**src/design/modrtu_pkg.sv**
```systemverilog
package modrtu_pkg;

    // Frame store depth default and the largest register count of one read frame.
    localparam int FRAME_BYTES_MAX_DEF = 21;
    localparam int FEEDBACK_REGS       = 8;

    // Field widths fixed by the payload.
    localparam int BYTE_W    = 8;
    localparam int COUNT_W   = 5;
    localparam int REG_IDX_W = 3;
    localparam int NREG_W    = 4;
    localparam int CNT_W     = 32;

    // Modbus function codes.
    localparam logic [BYTE_W-1:0] FN_WRITE_SINGLE = 8'h06;
    localparam logic [BYTE_W-1:0] FN_WRITE_MULTI  = 8'h10;
    localparam logic [BYTE_W-1:0] FN_READ_HOLDING = 8'h03;

    // Frame layout: address, function, byte count, data, CRC low, CRC high.
    localparam int POS_FUNC      = 1;
    localparam int POS_COUNT     = 2;
    localparam int DATA_START    = 3;
    localparam int ACK_LEN       = 8;
    localparam int READ_OVERHEAD = 5;

    // CRC-16 constants.
    localparam logic [15:0] CRC_INIT = 16'hFFFF;
    localparam logic [15:0] CRC_POLY = 16'hA001;

    // Register reset values.
    localparam logic [BYTE_W-1:0]  SLAVE_ADDR_RST = 8'h0A;
    localparam logic [COUNT_W-1:0] READ_COUNT_RST = 5'd16;

    // Configuration register indexes.
    typedef enum logic [0:0] {
        CFG_SLAVE_ADDR = 1'b0,
        CFG_READ_COUNT = 1'b1
    } t_cfg_idx;

    // Result event codes.
    typedef enum logic [2:0] {
        EV_NONE     = 3'd0,
        EV_FEEDBACK = 3'd1,
        EV_ACK      = 3'd2,
        EV_CRC_ERR  = 3'd3,
        EV_LINE_ERR = 3'd4
    } t_event;

    // Frame controller states.
    typedef enum logic [1:0] {
        FC_IDLE,
        FC_RD_HI,
        FC_RD_LO,
        FC_EMIT
    } t_fc_state;

    typedef struct packed {
        logic              action;
        logic [BYTE_W-1:0] rx_byte;
    } t_in_item;

    // One result as the frame controller hands it over.
    typedef struct packed {
        t_event                event_res;
        logic [REG_IDX_W-1:0]  reg_index;
        logic signed [15:0]    reg_value;
        logic                  last;
    } t_res;

    typedef struct packed {
        t_event                event_res;
        logic [REG_IDX_W-1:0]  reg_index;
        logic signed [15:0]    reg_value;
        logic                  last;
        logic [CNT_W-1:0]      feedback_frames;
        logic [CNT_W-1:0]      ack_frames;
        logic [CNT_W-1:0]      crc_errors;
        logic [CNT_W-1:0]      line_errors;
    } t_out_item;

    // Counter increment requests.
    typedef struct packed {
        logic feedback;
        logic ack;
        logic crc_err;
        logic line_err;
    } t_cnt_bump;

    // One byte through the reflected CRC-16, bit by bit.
    function automatic logic [15:0] crc_feed(input logic [15:0] crc, input logic [7:0] b);
        logic [15:0] c;
        c = crc ^ {8'h00, b};
        for (int k = 0; k < 8; k++) begin
            if (c[0]) begin
                c = (c >> 1) ^ CRC_POLY;
            end else begin
                c = c >> 1;
            end
        end
        return c;
    endfunction

endpackage

```
**src/design/modbus_rtu_response_parser_core.sv**
```systemverilog
// Modbus RTU response parser. Bytes from the UART (or line-error events) come in
// on the input channel; results go out on the output channel, each carrying the
// four wrapping frame counters as they stand after the input that caused it.
// An ordinary byte is taken while the block is idle and the output register can
// take a result, and a byte that ends a write acknowledgement or a frame that
// fails its CRC check gives its single result to the output register in that same
// cycle. A good read frame then plays back its registers from the frame store,
// one register at a time (high-byte read, low-byte read, transfer, which waits on
// the output register), and holds the input until the last one is transferred;
// the frame store has a single read port. It needs no clearing after reset.
// Configuration writes are always taken and must only be issued while the block is idle.
module modbus_rtu_response_parser_core #(
    parameter int FRAME_BYTES_MAX = modrtu_pkg::FRAME_BYTES_MAX_DEF
) (
    input  logic                               i_clk,
    input  logic                               i_rst_n,
    input  logic                               i_in_valid,
    output logic                               o_in_stall,
    input  modrtu_pkg::t_in_item               i_in_item,
    output logic                               o_out_valid,
    input  logic                               i_out_stall,
    output modrtu_pkg::t_out_item              o_out_item,
    input  logic                               i_cfg_valid,
    output logic                               o_cfg_ready,
    input  modrtu_pkg::t_cfg_idx               i_cfg_index,
    input  logic [modrtu_pkg::BYTE_W-1:0]      i_cfg_data
);

    logic [modrtu_pkg::BYTE_W-1:0]  r_slave_addr;
    logic [modrtu_pkg::COUNT_W-1:0] r_read_count;
    logic                           r_out_valid;
    modrtu_pkg::t_res               r_res;

    logic                           in_ready;
    logic                           res_valid;
    logic                           res_ready;
    modrtu_pkg::t_res               res;
    modrtu_pkg::t_cnt_bump          bump;
    logic [modrtu_pkg::CNT_W-1:0]   cnt_feedback;
    logic [modrtu_pkg::CNT_W-1:0]   cnt_ack;
    logic [modrtu_pkg::CNT_W-1:0]   cnt_crc_err;
    logic [modrtu_pkg::CNT_W-1:0]   cnt_line_err;

    // Configuration registers.
    assign o_cfg_ready = 1'b1;

    always_ff @(posedge i_clk) begin
        if (!i_rst_n) begin
            r_slave_addr <= modrtu_pkg::SLAVE_ADDR_RST;
            r_read_count <= modrtu_pkg::READ_COUNT_RST;
        end else if (i_cfg_valid) begin
            unique case (i_cfg_index)
                modrtu_pkg::CFG_SLAVE_ADDR: r_slave_addr <= i_cfg_data;
                modrtu_pkg::CFG_READ_COUNT: r_read_count <= i_cfg_data[modrtu_pkg::COUNT_W-1:0];
                default: ;
            endcase
        end
    end

    modrtu_frame_ctl #(
        .FRAME_BYTES_MAX (FRAME_BYTES_MAX)
    ) u_frame_ctl (
        .i_clk        (i_clk),
        .i_rst_n      (i_rst_n),
        .i_in_valid   (i_in_valid),
        .i_in_item    (i_in_item),
        .o_in_ready   (in_ready),
        .i_slave_addr (r_slave_addr),
        .i_read_count (r_read_count),
        .o_res_valid  (res_valid),
        .o_res        (res),
        .i_res_ready  (res_ready),
        .o_bump       (bump)
    );

    modrtu_stat_cnt u_stat_cnt (
        .i_clk             (i_clk),
        .i_rst_n           (i_rst_n),
        .i_bump            (bump),
        .o_feedback_frames (cnt_feedback),
        .o_ack_frames      (cnt_ack),
        .o_crc_errors      (cnt_crc_err),
        .o_line_errors     (cnt_line_err)
    );

    // Output register: refills whenever it is empty or its transfer completes.
    assign res_ready  = !r_out_valid || !i_out_stall;
    assign o_in_stall = !in_ready;

    always_ff @(posedge i_clk) begin
        if (!i_rst_n) begin
            r_out_valid <= 1'b0;
        end else if (res_ready) begin
            r_out_valid <= res_valid;
        end
    end

    always_ff @(posedge i_clk) begin
        if (res_ready && res_valid) begin
            r_res <= res;
        end
    end

    // Counters only move when an input is taken, which never happens while a
    // result is held, so they ride along with the registered result.
    assign o_out_valid                = r_out_valid;
    assign o_out_item.event_res       = r_res.event_res;
    assign o_out_item.reg_index       = r_res.reg_index;
    assign o_out_item.reg_value       = r_res.reg_value;
    assign o_out_item.last            = r_res.last;
    assign o_out_item.feedback_frames = cnt_feedback;
    assign o_out_item.ack_frames      = cnt_ack;
    assign o_out_item.crc_errors      = cnt_crc_err;
    assign o_out_item.line_errors     = cnt_line_err;

endmodule

```
**src/design/modrtu_stat_cnt.sv**
```systemverilog
module modrtu_stat_cnt (
    input  logic                               i_clk,
    input  logic                               i_rst_n,
    input  modrtu_pkg::t_cnt_bump              i_bump,
    output logic [modrtu_pkg::CNT_W-1:0]       o_feedback_frames,
    output logic [modrtu_pkg::CNT_W-1:0]       o_ack_frames,
    output logic [modrtu_pkg::CNT_W-1:0]       o_crc_errors,
    output logic [modrtu_pkg::CNT_W-1:0]       o_line_errors
);

    logic [modrtu_pkg::CNT_W-1:0] r_feedback;
    logic [modrtu_pkg::CNT_W-1:0] r_ack;
    logic [modrtu_pkg::CNT_W-1:0] r_crc_err;
    logic [modrtu_pkg::CNT_W-1:0] r_line_err;

    // Four wrapping event counters.
    always_ff @(posedge i_clk) begin
        if (!i_rst_n) begin
            r_feedback <= '0;
            r_ack      <= '0;
            r_crc_err  <= '0;
            r_line_err <= '0;
        end else begin
            if (i_bump.feedback) begin
                r_feedback <= r_feedback + 1'b1;
            end
            if (i_bump.ack) begin
                r_ack <= r_ack + 1'b1;
            end
            if (i_bump.crc_err) begin
                r_crc_err <= r_crc_err + 1'b1;
            end
            if (i_bump.line_err) begin
                r_line_err <= r_line_err + 1'b1;
            end
        end
    end

    assign o_feedback_frames = r_feedback;
    assign o_ack_frames      = r_ack;
    assign o_crc_errors      = r_crc_err;
    assign o_line_errors     = r_line_err;

endmodule

```
**src/design/modrtu_frame_ctl.sv**
```systemverilog
module modrtu_frame_ctl #(
    parameter int FRAME_BYTES_MAX = modrtu_pkg::FRAME_BYTES_MAX_DEF
) (
    input  logic                                 i_clk,
    input  logic                                 i_rst_n,
    input  logic                                 i_in_valid,
    input  modrtu_pkg::t_in_item                 i_in_item,
    output logic                                 o_in_ready,
    input  logic [modrtu_pkg::BYTE_W-1:0]        i_slave_addr,
    input  logic [modrtu_pkg::COUNT_W-1:0]       i_read_count,
    output logic                                 o_res_valid,
    output modrtu_pkg::t_res                     o_res,
    input  logic                                 i_res_ready,
    output modrtu_pkg::t_cnt_bump                o_bump
);

    localparam int IW = $clog2(FRAME_BYTES_MAX + 1);
    localparam int AW = $clog2(FRAME_BYTES_MAX);

    modrtu_pkg::t_fc_state r_state, n_state;

    logic [IW-1:0]                        r_idx, n_idx;
    logic [IW-1:0]                        r_exp, n_exp;
    logic [15:0]                          r_crc, n_crc;
    logic [modrtu_pkg::BYTE_W-1:0]        r_fn, n_fn;
    logic [modrtu_pkg::BYTE_W-1:0]        r_prev, n_prev;
    logic [modrtu_pkg::NREG_W-1:0]        r_nreg, n_nreg;
    logic [modrtu_pkg::REG_IDX_W-1:0]     r_ri, n_ri;
    logic [modrtu_pkg::BYTE_W-1:0]        r_hi, n_hi;

    // Frame store and its registered read port.
    logic [modrtu_pkg::BYTE_W-1:0]        r_frame_mem [FRAME_BYTES_MAX];
    logic [modrtu_pkg::BYTE_W-1:0]        r_rd_data;
    logic                                 mem_we;
    logic [AW-1:0]                        mem_wa;
    logic                                 mem_re;
    logic [AW-1:0]                        mem_ra;

    logic [modrtu_pkg::BYTE_W-1:0]        w_byte;
    logic [IW-1:0]                        w_idx_inc;
    logic                                 w_crc_on;
    logic [15:0]                          w_crc_new;
    logic                                 w_too_long;
    logic [IW-1:0]                        w_exp;
    logic                                 w_drop;
    logic [IW:0]                          w_hi_addr;
    logic [IW:0]                          w_lo_addr;
    logic                                 w_last;

    assign w_byte    = i_in_item.rx_byte;
    assign w_idx_inc = r_idx + 1'b1;

    // The CRC runs over every byte until the frame length is known, then stops
    // short of the two CRC bytes.
    assign w_crc_on  = (r_exp == '0) || (({1'b0, r_idx} + (IW+1)'(2)) < {1'b0, r_exp});
    assign w_crc_new = w_crc_on ? modrtu_pkg::crc_feed(r_crc, w_byte) : r_crc;

    assign w_too_long = ({1'b0, w_byte} + 9'(modrtu_pkg::READ_OVERHEAD))
                        > 9'(FRAME_BYTES_MAX);

    // Register readback addresses: high byte first in the frame.
    assign w_hi_addr = (IW+1)'(modrtu_pkg::DATA_START) + (IW+1)'({r_ri, 1'b0});
    assign w_lo_addr = w_hi_addr + 1'b1;
    assign w_last    = (({1'b0, r_ri} + modrtu_pkg::NREG_W'(1)) == r_nreg);

    // Frame store: one write port from the byte path, one read port for readback.
    // Readback starts only after the frame's last byte is written, so the two
    // ports never touch the same entry in one cycle.
    always_ff @(posedge i_clk) begin
        if (mem_we) begin
            r_frame_mem[mem_wa] <= w_byte;
        end
        if (mem_re) begin
            r_rd_data <= r_frame_mem[mem_ra];
        end
    end

    // State and frame registers.
    always_ff @(posedge i_clk) begin
        if (!i_rst_n) begin
            r_state <= modrtu_pkg::FC_IDLE;
            r_idx   <= '0;
            r_exp   <= '0;
            r_crc   <= modrtu_pkg::CRC_INIT;
        end else begin
            r_state <= n_state;
            r_idx   <= n_idx;
            r_exp   <= n_exp;
            r_crc   <= n_crc;
        end
    end

    always_ff @(posedge i_clk) begin
        r_fn   <= n_fn;
        r_prev <= n_prev;
        r_nreg <= n_nreg;
        r_ri   <= n_ri;
        r_hi   <= n_hi;
    end

    // Byte framing, frame check and register readback sequencing.
    always_comb begin
        n_state     = r_state;
        n_idx       = r_idx;
        n_exp       = r_exp;
        n_crc       = r_crc;
        n_fn        = r_fn;
        n_prev      = r_prev;
        n_nreg      = r_nreg;
        n_ri        = r_ri;
        n_hi        = r_hi;
        mem_we      = 1'b0;
        mem_wa      = r_idx[AW-1:0];
        mem_re      = 1'b0;
        mem_ra      = w_hi_addr[AW-1:0];
        w_exp       = r_exp;
        w_drop      = 1'b0;
        o_in_ready  = 1'b0;
        o_res_valid = 1'b0;
        o_res       = '0;
        o_bump      = '0;

        unique case (r_state)
            modrtu_pkg::FC_IDLE: begin
                o_in_ready = i_res_ready;
                if (i_in_valid && i_res_ready) begin
                    if (i_in_item.action) begin
                        // Line error: report, count and restart the hunt.
                        n_idx             = '0;
                        n_exp             = '0;
                        n_crc             = modrtu_pkg::CRC_INIT;
                        o_bump.line_err   = 1'b1;
                        o_res_valid       = 1'b1;
                        o_res.event_res   = modrtu_pkg::EV_LINE_ERR;
                        o_res.last        = 1'b1;
                    end else if (r_idx == '0) begin
                        // Hunting for the slave address.
                        if (w_byte == i_slave_addr) begin
                            mem_we = 1'b1;
                            mem_wa = '0;
                            n_crc  = modrtu_pkg::crc_feed(modrtu_pkg::CRC_INIT, w_byte);
                            n_idx  = IW'(1);
                        end
                    end else if (r_idx >= IW'(FRAME_BYTES_MAX)) begin
                        n_idx = '0;
                        n_exp = '0;
                        n_crc = modrtu_pkg::CRC_INIT;
                    end else begin
                        mem_we = 1'b1;
                        n_idx  = w_idx_inc;
                        n_prev = w_byte;
                        n_crc  = w_crc_new;
                        if (r_idx == IW'(modrtu_pkg::POS_FUNC)) begin
                            n_fn = w_byte;
                            if (w_byte == modrtu_pkg::FN_WRITE_SINGLE ||
                                w_byte == modrtu_pkg::FN_WRITE_MULTI) begin
                                w_exp = IW'(modrtu_pkg::ACK_LEN);
                            end else if (w_byte != modrtu_pkg::FN_READ_HOLDING) begin
                                w_drop = 1'b1;
                            end
                        end else if (r_idx == IW'(modrtu_pkg::POS_COUNT) &&
                                     r_fn == modrtu_pkg::FN_READ_HOLDING) begin
                            if (w_byte != {3'b000, i_read_count} || w_too_long) begin
                                w_drop = 1'b1;
                            end else begin
                                w_exp  = IW'(w_byte) + IW'(modrtu_pkg::READ_OVERHEAD);
                                n_nreg = w_byte[modrtu_pkg::NREG_W:1];
                            end
                        end
                        n_exp = w_exp;

                        if (w_drop) begin
                            n_idx = '0;
                            n_exp = '0;
                            n_crc = modrtu_pkg::CRC_INIT;
                        end else if (w_exp != '0 && w_idx_inc >= w_exp) begin
                            // Frame end: CRC arrives low byte first.
                            n_idx = '0;
                            n_exp = '0;
                            n_crc = modrtu_pkg::CRC_INIT;
                            if ({w_byte, r_prev} != w_crc_new) begin
                                o_bump.crc_err  = 1'b1;
                                o_res_valid     = 1'b1;
                                o_res.event_res = modrtu_pkg::EV_CRC_ERR;
                                o_res.last      = 1'b1;
                            end else if (r_fn != modrtu_pkg::FN_READ_HOLDING) begin
                                o_bump.ack      = 1'b1;
                                o_res_valid     = 1'b1;
                                o_res.event_res = modrtu_pkg::EV_ACK;
                                o_res.last      = 1'b1;
                            end else if (r_nreg != '0 &&
                                         r_nreg <= modrtu_pkg::NREG_W'(modrtu_pkg::FEEDBACK_REGS))
                            begin
                                o_bump.feedback = 1'b1;
                                n_ri            = '0;
                                n_state         = modrtu_pkg::FC_RD_HI;
                            end
                        end
                    end
                end
            end
            modrtu_pkg::FC_RD_HI: begin
                mem_re  = 1'b1;
                mem_ra  = w_hi_addr[AW-1:0];
                n_state = modrtu_pkg::FC_RD_LO;
            end
            modrtu_pkg::FC_RD_LO: begin
                mem_re  = 1'b1;
                mem_ra  = w_lo_addr[AW-1:0];
                n_hi    = r_rd_data;
                n_state = modrtu_pkg::FC_EMIT;
            end
            modrtu_pkg::FC_EMIT: begin
                o_res_valid     = 1'b1;
                o_res.event_res = modrtu_pkg::EV_FEEDBACK;
                o_res.reg_index = r_ri;
                o_res.reg_value = $signed({r_hi, r_rd_data});
                o_res.last      = w_last;
                if (i_res_ready) begin
                    if (w_last) begin
                        n_state = modrtu_pkg::FC_IDLE;
                    end else begin
                        n_ri    = r_ri + 1'b1;
                        n_state = modrtu_pkg::FC_RD_HI;
                    end
                end
            end
            default: begin
                n_state = modrtu_pkg::FC_IDLE;
            end
        endcase
    end

endmodule

```
**config.mk**
```make
export PLATFORM = sky130hd
export DESIGN_NAME = modbus_rtu_response_parser_core
export DESIGN_NICKNAME = d
export VERILOG_FILES = /design/src/design/modrtu_pkg.sv /design/src/design/modbus_rtu_response_parser_core.sv /design/src/design/modrtu_stat_cnt.sv /design/src/design/modrtu_frame_ctl.sv
export SDC_FILE = /design/constraint.sdc
export NUM_CORES = 1
export LEC_CHECK = 0
export ABC_AREA = 1
export BUFFER_PORTS_ARGS = -buffer_cell sky130_fd_sc_hd__buf_2
export CAP_MARGIN = 20
export CORE_MARGIN = 2
export CORE_UTILIZATION = 35
export CTS_CLUSTER_SIZE = 10
export DETAILED_ROUTE_END_ITERATION = 12
export PLACE_DENSITY_LB_ADDON = 0.1
export SLEW_MARGIN = 10
export SYNTH_ARGS = -nofsm -noshare
export SYNTH_HDL_FRONTEND = slang
export SYNTH_SLANG_ARGS = --single-unit
```
**constraint.sdc**
```tcl
create_clock -name i_clk -period 7.25 [get_ports i_clk]
set_input_delay 1.45 -clock i_clk [delete_from_list [all_inputs] [get_ports i_clk]]
set_output_delay 1.45 -clock i_clk [all_outputs]
set_load 0.05 [all_outputs]
```
==> impl_metrics.csv <==
group,metric,value,unit
floorplan,die_area,0.05733,mm2
floorplan,dieWidth,239.4,um
clocking,root_buffer,"clkbuf_16",
timing,final.setup.tns,0,ns
clocking,tritoncts,"done",
power_and_ir_drop,powerDensity,221.4,mW/mm2
logic_synthesis,syn-instance-count,2213,
logic_synthesis,ys_warn_count,0,
timing,fin_skew,0.009357,ns
power_and_ir_drop,power_leakage,8.713,nW
logic_synthesis,synth_cell_types,58,
power_and_ir_drop,p_sw_share,23.96,%
worst_setup_path,r2r_setup_slack,2.43,ns
global_route,track_usage,19.42,%
worst_setup_path,crit_path_start_kind,"input port",
worst_setup_path,r2r-end,"u_stat_cnt.o_feedback_frames[25]$_SDFFE_PN0P_",
worst_setup_path,path_max_fanout,32,
clocking,cts.sinks,400,
global_route,grt_pass1_vias,15248,
power_and_ir_drop,p_sw,0.001190,W
clocking,numCtsBuffers,48,
worst_hold_path,min_path_type,"flip-flop to flip-flop",
worst_hold_path,min_from,"u_frame_ctl.r_rd_data[1]$_DFFE_PP_",
timing,hold_ws,0.4485,ns
clocking,post_cts_resized,0,
clocking,htree_levels,2,
timing,worst_pin_slew,0.9884,ns
worst_setup_path,crit_slowest_cell,"nand4_1",
global_route,grt_first_pass_wirelength,86910,um
floorplan,start_util,35.29,%
logic_synthesis,synth_seq_cells,400,
worst_setup_path,ff2ff_path_depth,26,
global_route,antenna_found_initial,0,
floorplan,core_area,0.05499,mm2
drt,routed.top_layer,"met4",
power_and_ir_drop,combPwrFrac,6.1,%
place,dp_hpwl,38040,um
timing,drv_slew,0,
power_and_ir_drop,internal-power,0.003778,W
run_status,outcome,"completed",
place,place_congestion,0.8857,
timing,slew_headroom,33.86,%
global_route,grt_overflow_total,0,
finish,area.growth.synth_to_final,15.67,%
clocking,ctsHoldBuffers,0,
clocking,clock_latency,0.59,ns
drt,met3_length,2498,um
power_and_ir_drop,irDropWorstVdd,0.0001554,V
drt,wl_per_cell,17.69,um
logic_synthesis,yosysSeqAreaShare,53.14,%
drt,drtPass1Iterations,5,
worst_setup_path,cp-end-kind,"flip-flop",
timing,fin_crit_sh,79.62,%
drt,vias,15657,
floorplan,ios,177,
drt,drt_iter0_markers,931,
worst_setup_path,worstPathArrival,6.20,ns
logic_synthesis,async_reset_ff_share,0,%
drt,drc,0,
drt,via_per_inst,4.952,
worst_setup_path,path_class,"input port to flip-flop",
logic_synthesis,syn-cell-area,0.01940,mm2
worst_setup_path,crit_path_cell_trace,"buf_2 -> inv_2 -> ha_1 -> inv_1 -> a21oi_1 -> nand2_1 -> nand2_1 -> a21oi_1 -> nand3_2 -> nand2_1 -> nand3_1 -> nand2_1 -> inv_1 -> ha_1 -> o21a_1 -> o21a_1 -> o21a_1 -> o21ai_0 -> nand2_1 -> o21ai_4 -> nand4_1 -> o221ai_1 -> o211ai_1",
finish,final_util,40.82,%
drt,dr_wl_met2,26090,um
worst_hold_path,whs_path_depth,0,
drt,ant_nets,0,
worst_setup_path,cpPeakStageDelay,0.71,ns
drt,wl_met1,25740,um
worst_setup_path,cp_common_cell,"nand2_1",
run,max-cap-violations,0,
finish,num_antenna_cells,0,
timing,hold_violations,0,
clocking,path_clk_slew,0.06,ns
finish,drive_above_1_share,13.13,%
power_and_ir_drop,power_frac_seq,48.9,%
finish,nets,2449,
timing,setup_viol,0,
worst_setup_path,crit_required,7.67,ns
floorplan,row_count,86,
clocking,cts_setup_buffers,0,
logic_synthesis,syn_nets,2276,
global_route,grt_max_degree,77,
worst_hold_path,hold_path_end,"u_frame_ctl.r_hi[1]$_DFFE_PP_",
timing,timing.fmax,173.2,MHz
logic_synthesis,synth_flop_cell,"edfxtp_1",
logic_synthesis,synth_edf_count,230,
worst_setup_path,r2r_start,"u_frame_ctl.r_idx[2]$_SDFFE_PN0P_",
logic_synthesis,avgSynthCellArea,8.767,um2
drt,wirelength,55930,um
timing,rsz0062_at_grt,"false",
power_and_ir_drop,p_clk_share,45.0,%
floorplan,die_h,239.4,um
clocking,clockBufferDepth,3,
place,port_buffers,175,
timing,min_period,5.773,ns
[synthesized netlist by cell type, types with 8 or more instances]
| master | count | share of area, % |
|---|---|---|
| o21ai_1 | 12 | 0.31 |
| nand2_1 | 479 | 9.3 |
| edfxtp_1 | 230 | 36 |
| a31oi_1 | 9 | 0.29 |
| a22oi_1 | 40 | 1.5 |
| ha_1 | 40 | 2.6 |
| nor2_2 | 11 | 0.35 |
| nand3_1 | 156 | 4.0 |
| xnor2_1 | 11 | 0.50 |
| nand4_1 | 60 | 1.9 |
| nor4_1 | 19 | 0.61 |
| o21ai_0 | 67 | 1.7 |
| inv_1 | 233 | 4.5 |
| inv_2 | 9 | 0.17 |
| dfxtp_1 | 170 | 18 |
| nor3_1 | 71 | 1.8 |
| o21a_1 | 18 | 0.70 |
| o211ai_1 | 11 | 0.43 |
| xor2_1 | 64 | 2.9 |
| a21oi_1 | 103 | 2.7 |
| clkbuf_1 | 47 | 0.91 |
| o221ai_1 | 8 | 0.36 |
| nor2_1 | 237 | 4.6 |
| nand2_2 | 10 | 0.32 |
[cells in the final DEF (no fill, tap or decap), types with 5 or more instances in the layout]
cell / instances
nand2_2: 10
inv_2: 9
o211ai_1: 11
buf_4: 19
xor2_1: 63
a41oi_1: 6
xnor2_1: 11
o221ai_1: 8
o21a_1: 18
and3_1: 5
edfxtp_1: 230
a31oi_1: 9
clkbuf_16: 49
o21ai_0: 67
inv_1: 233
ha_1: 39
a21oi_1: 102
clkbuf_1: 19
nor2_2: 14
nor4_1: 19
dfxtp_1: 170
a211oi_1: 5
nand3_2: 7
o2bb2ai_1: 6
nor2_1: 234
nand4_1: 60
nor3_1: 71
nor3b_1: 6
a22oi_1: 40
buf_2: 175
a32o_1: 5
o21ai_1: 12
nand3_1: 156
nand2_1: 479
[cell type report]
cell class / instances / area [um2]
fillers: 5615 / 32540
flip-flops and latches: 400 / 10310
multi-input cells: 1497 / 7835
clock buffers: 72 / 1353
repair buffers: 195 / 1023
well taps: 748 / 935.9
inverters: 244 / 920.9
clock inverters: 6 / 65.06
[metrics by stage]
stage          std cells  power [W]  setup WS [ns]  area [um2]
4_1_cts             3161   0.005034          1.539       22440
3_5_place_dp        3083   0.002783         0.9498       21020
3_3_place_gp        3083   0.002781          1.029       21020
2_1_floorplan       2213   0.002683          1.586       19400
5_1_grt             3162   0.005155         0.9698       22440
6_report            3162   0.004969          1.477       22440
[kinds of logic after synthesis]
| family | Yosys count | share of synthesized area, % |
|---|---|---|
| compound gates | 300 | 9.473 |
| other cells | 1 | 0.01933 |
| flops | 400 | 53.14 |
| fa+ha+maj | 40 | 2.579 |
| xor+xnor | 76 | 3.469 |
| simple gates | 1080 | 24.73 |
| buf+inv | 316 | 6.591 |
[state kept, by name, summed over array words and instances (netlist names)]
name	count
o_out_item	23
o_out_valid	1
r_read_count	5
r_slave_addr	8
u_frame_ctl.r_crc	16
u_frame_ctl.r_exp	5
u_frame_ctl.r_fn	8
u_frame_ctl.r_frame_mem	168
u_frame_ctl.r_hi	8
u_frame_ctl.r_idx	5
u_frame_ctl.r_nreg	4
u_frame_ctl.r_prev	8
u_frame_ctl.r_rd_data	8
u_frame_ctl.r_ri	3
u_frame_ctl.r_state	2
u_stat_cnt.o_ack_frames	32
u_stat_cnt.o_crc_errors	32
u_stat_cnt.o_feedback_frames	32
u_stat_cnt.o_line_errors	32
[critical path, delay by kind of cell]
| family | cells | cell delay, ns |
|---|---|---|
| compound gates | 9 | 1.80 |
| simple gates | 8 | 1.44 |
| buf+inv | 4 | 0.88 |
| fa+ha+maj | 2 | 0.61 |
[worst max-delay path by stage]
| stage | end | slack (ns) | from | cells past startpoint |
|---|---|---|---|---|
| after global routing | u_stat_cnt.o_crc_errors[5]$_SDFFE_PN0P_ | 0.97 | i_in_item[1] | 26 |
| after detailed placement | u_stat_cnt.o_crc_errors[5]$_SDFFE_PN0P_ | 0.95 | i_in_item[1] | 26 |
| final | u_frame_ctl.r_crc[13]$_SDFFE_PN1P_ | 1.48 | i_in_item[1] | 23 |
| after global placement | u_stat_cnt.o_crc_errors[5]$_SDFFE_PN0P_ | 1.03 | i_in_item[1] | 26 |
| after floorplan | o_out_item[128]$_DFFE_PP_ | 1.59 | i_in_item[0] | 25 |
| after CTS | u_stat_cnt.o_crc_errors[5]$_SDFFE_PN0P_ | 1.54 | i_in_item[1] | 26 |
[routing by layer]
| layer | vias to the layer above | GRT usage [%] |
|---|---|---|
| met1 | 7381 | 25.74 |
| met2 | 321 | 32.30 |
| met4 | 0 | 6.534 |
| met3 | 97 | 3.112 |
| met5 | - | 0 |
| li1 | 7858 | - |
[power by group through the flow]
| stage | combinational [W] | clock, W | sequential, W |
|---|---|---|---|
| after global routing | 0.000340 | 0.00238 | 0.00243 |
| after global placement | 0.000302 | 0 | 0.00248 |
| after detailed placement | 0.000304 | 0 | 0.00248 |
| final | 0.000303 | 0.00223 | 0.00243 |
| after floorplan | 0.000184 | 0 | 0.00250 |
| after CTS | 0.000305 | 0.00230 | 0.00243 |
(Power assumes the default switching activity.)
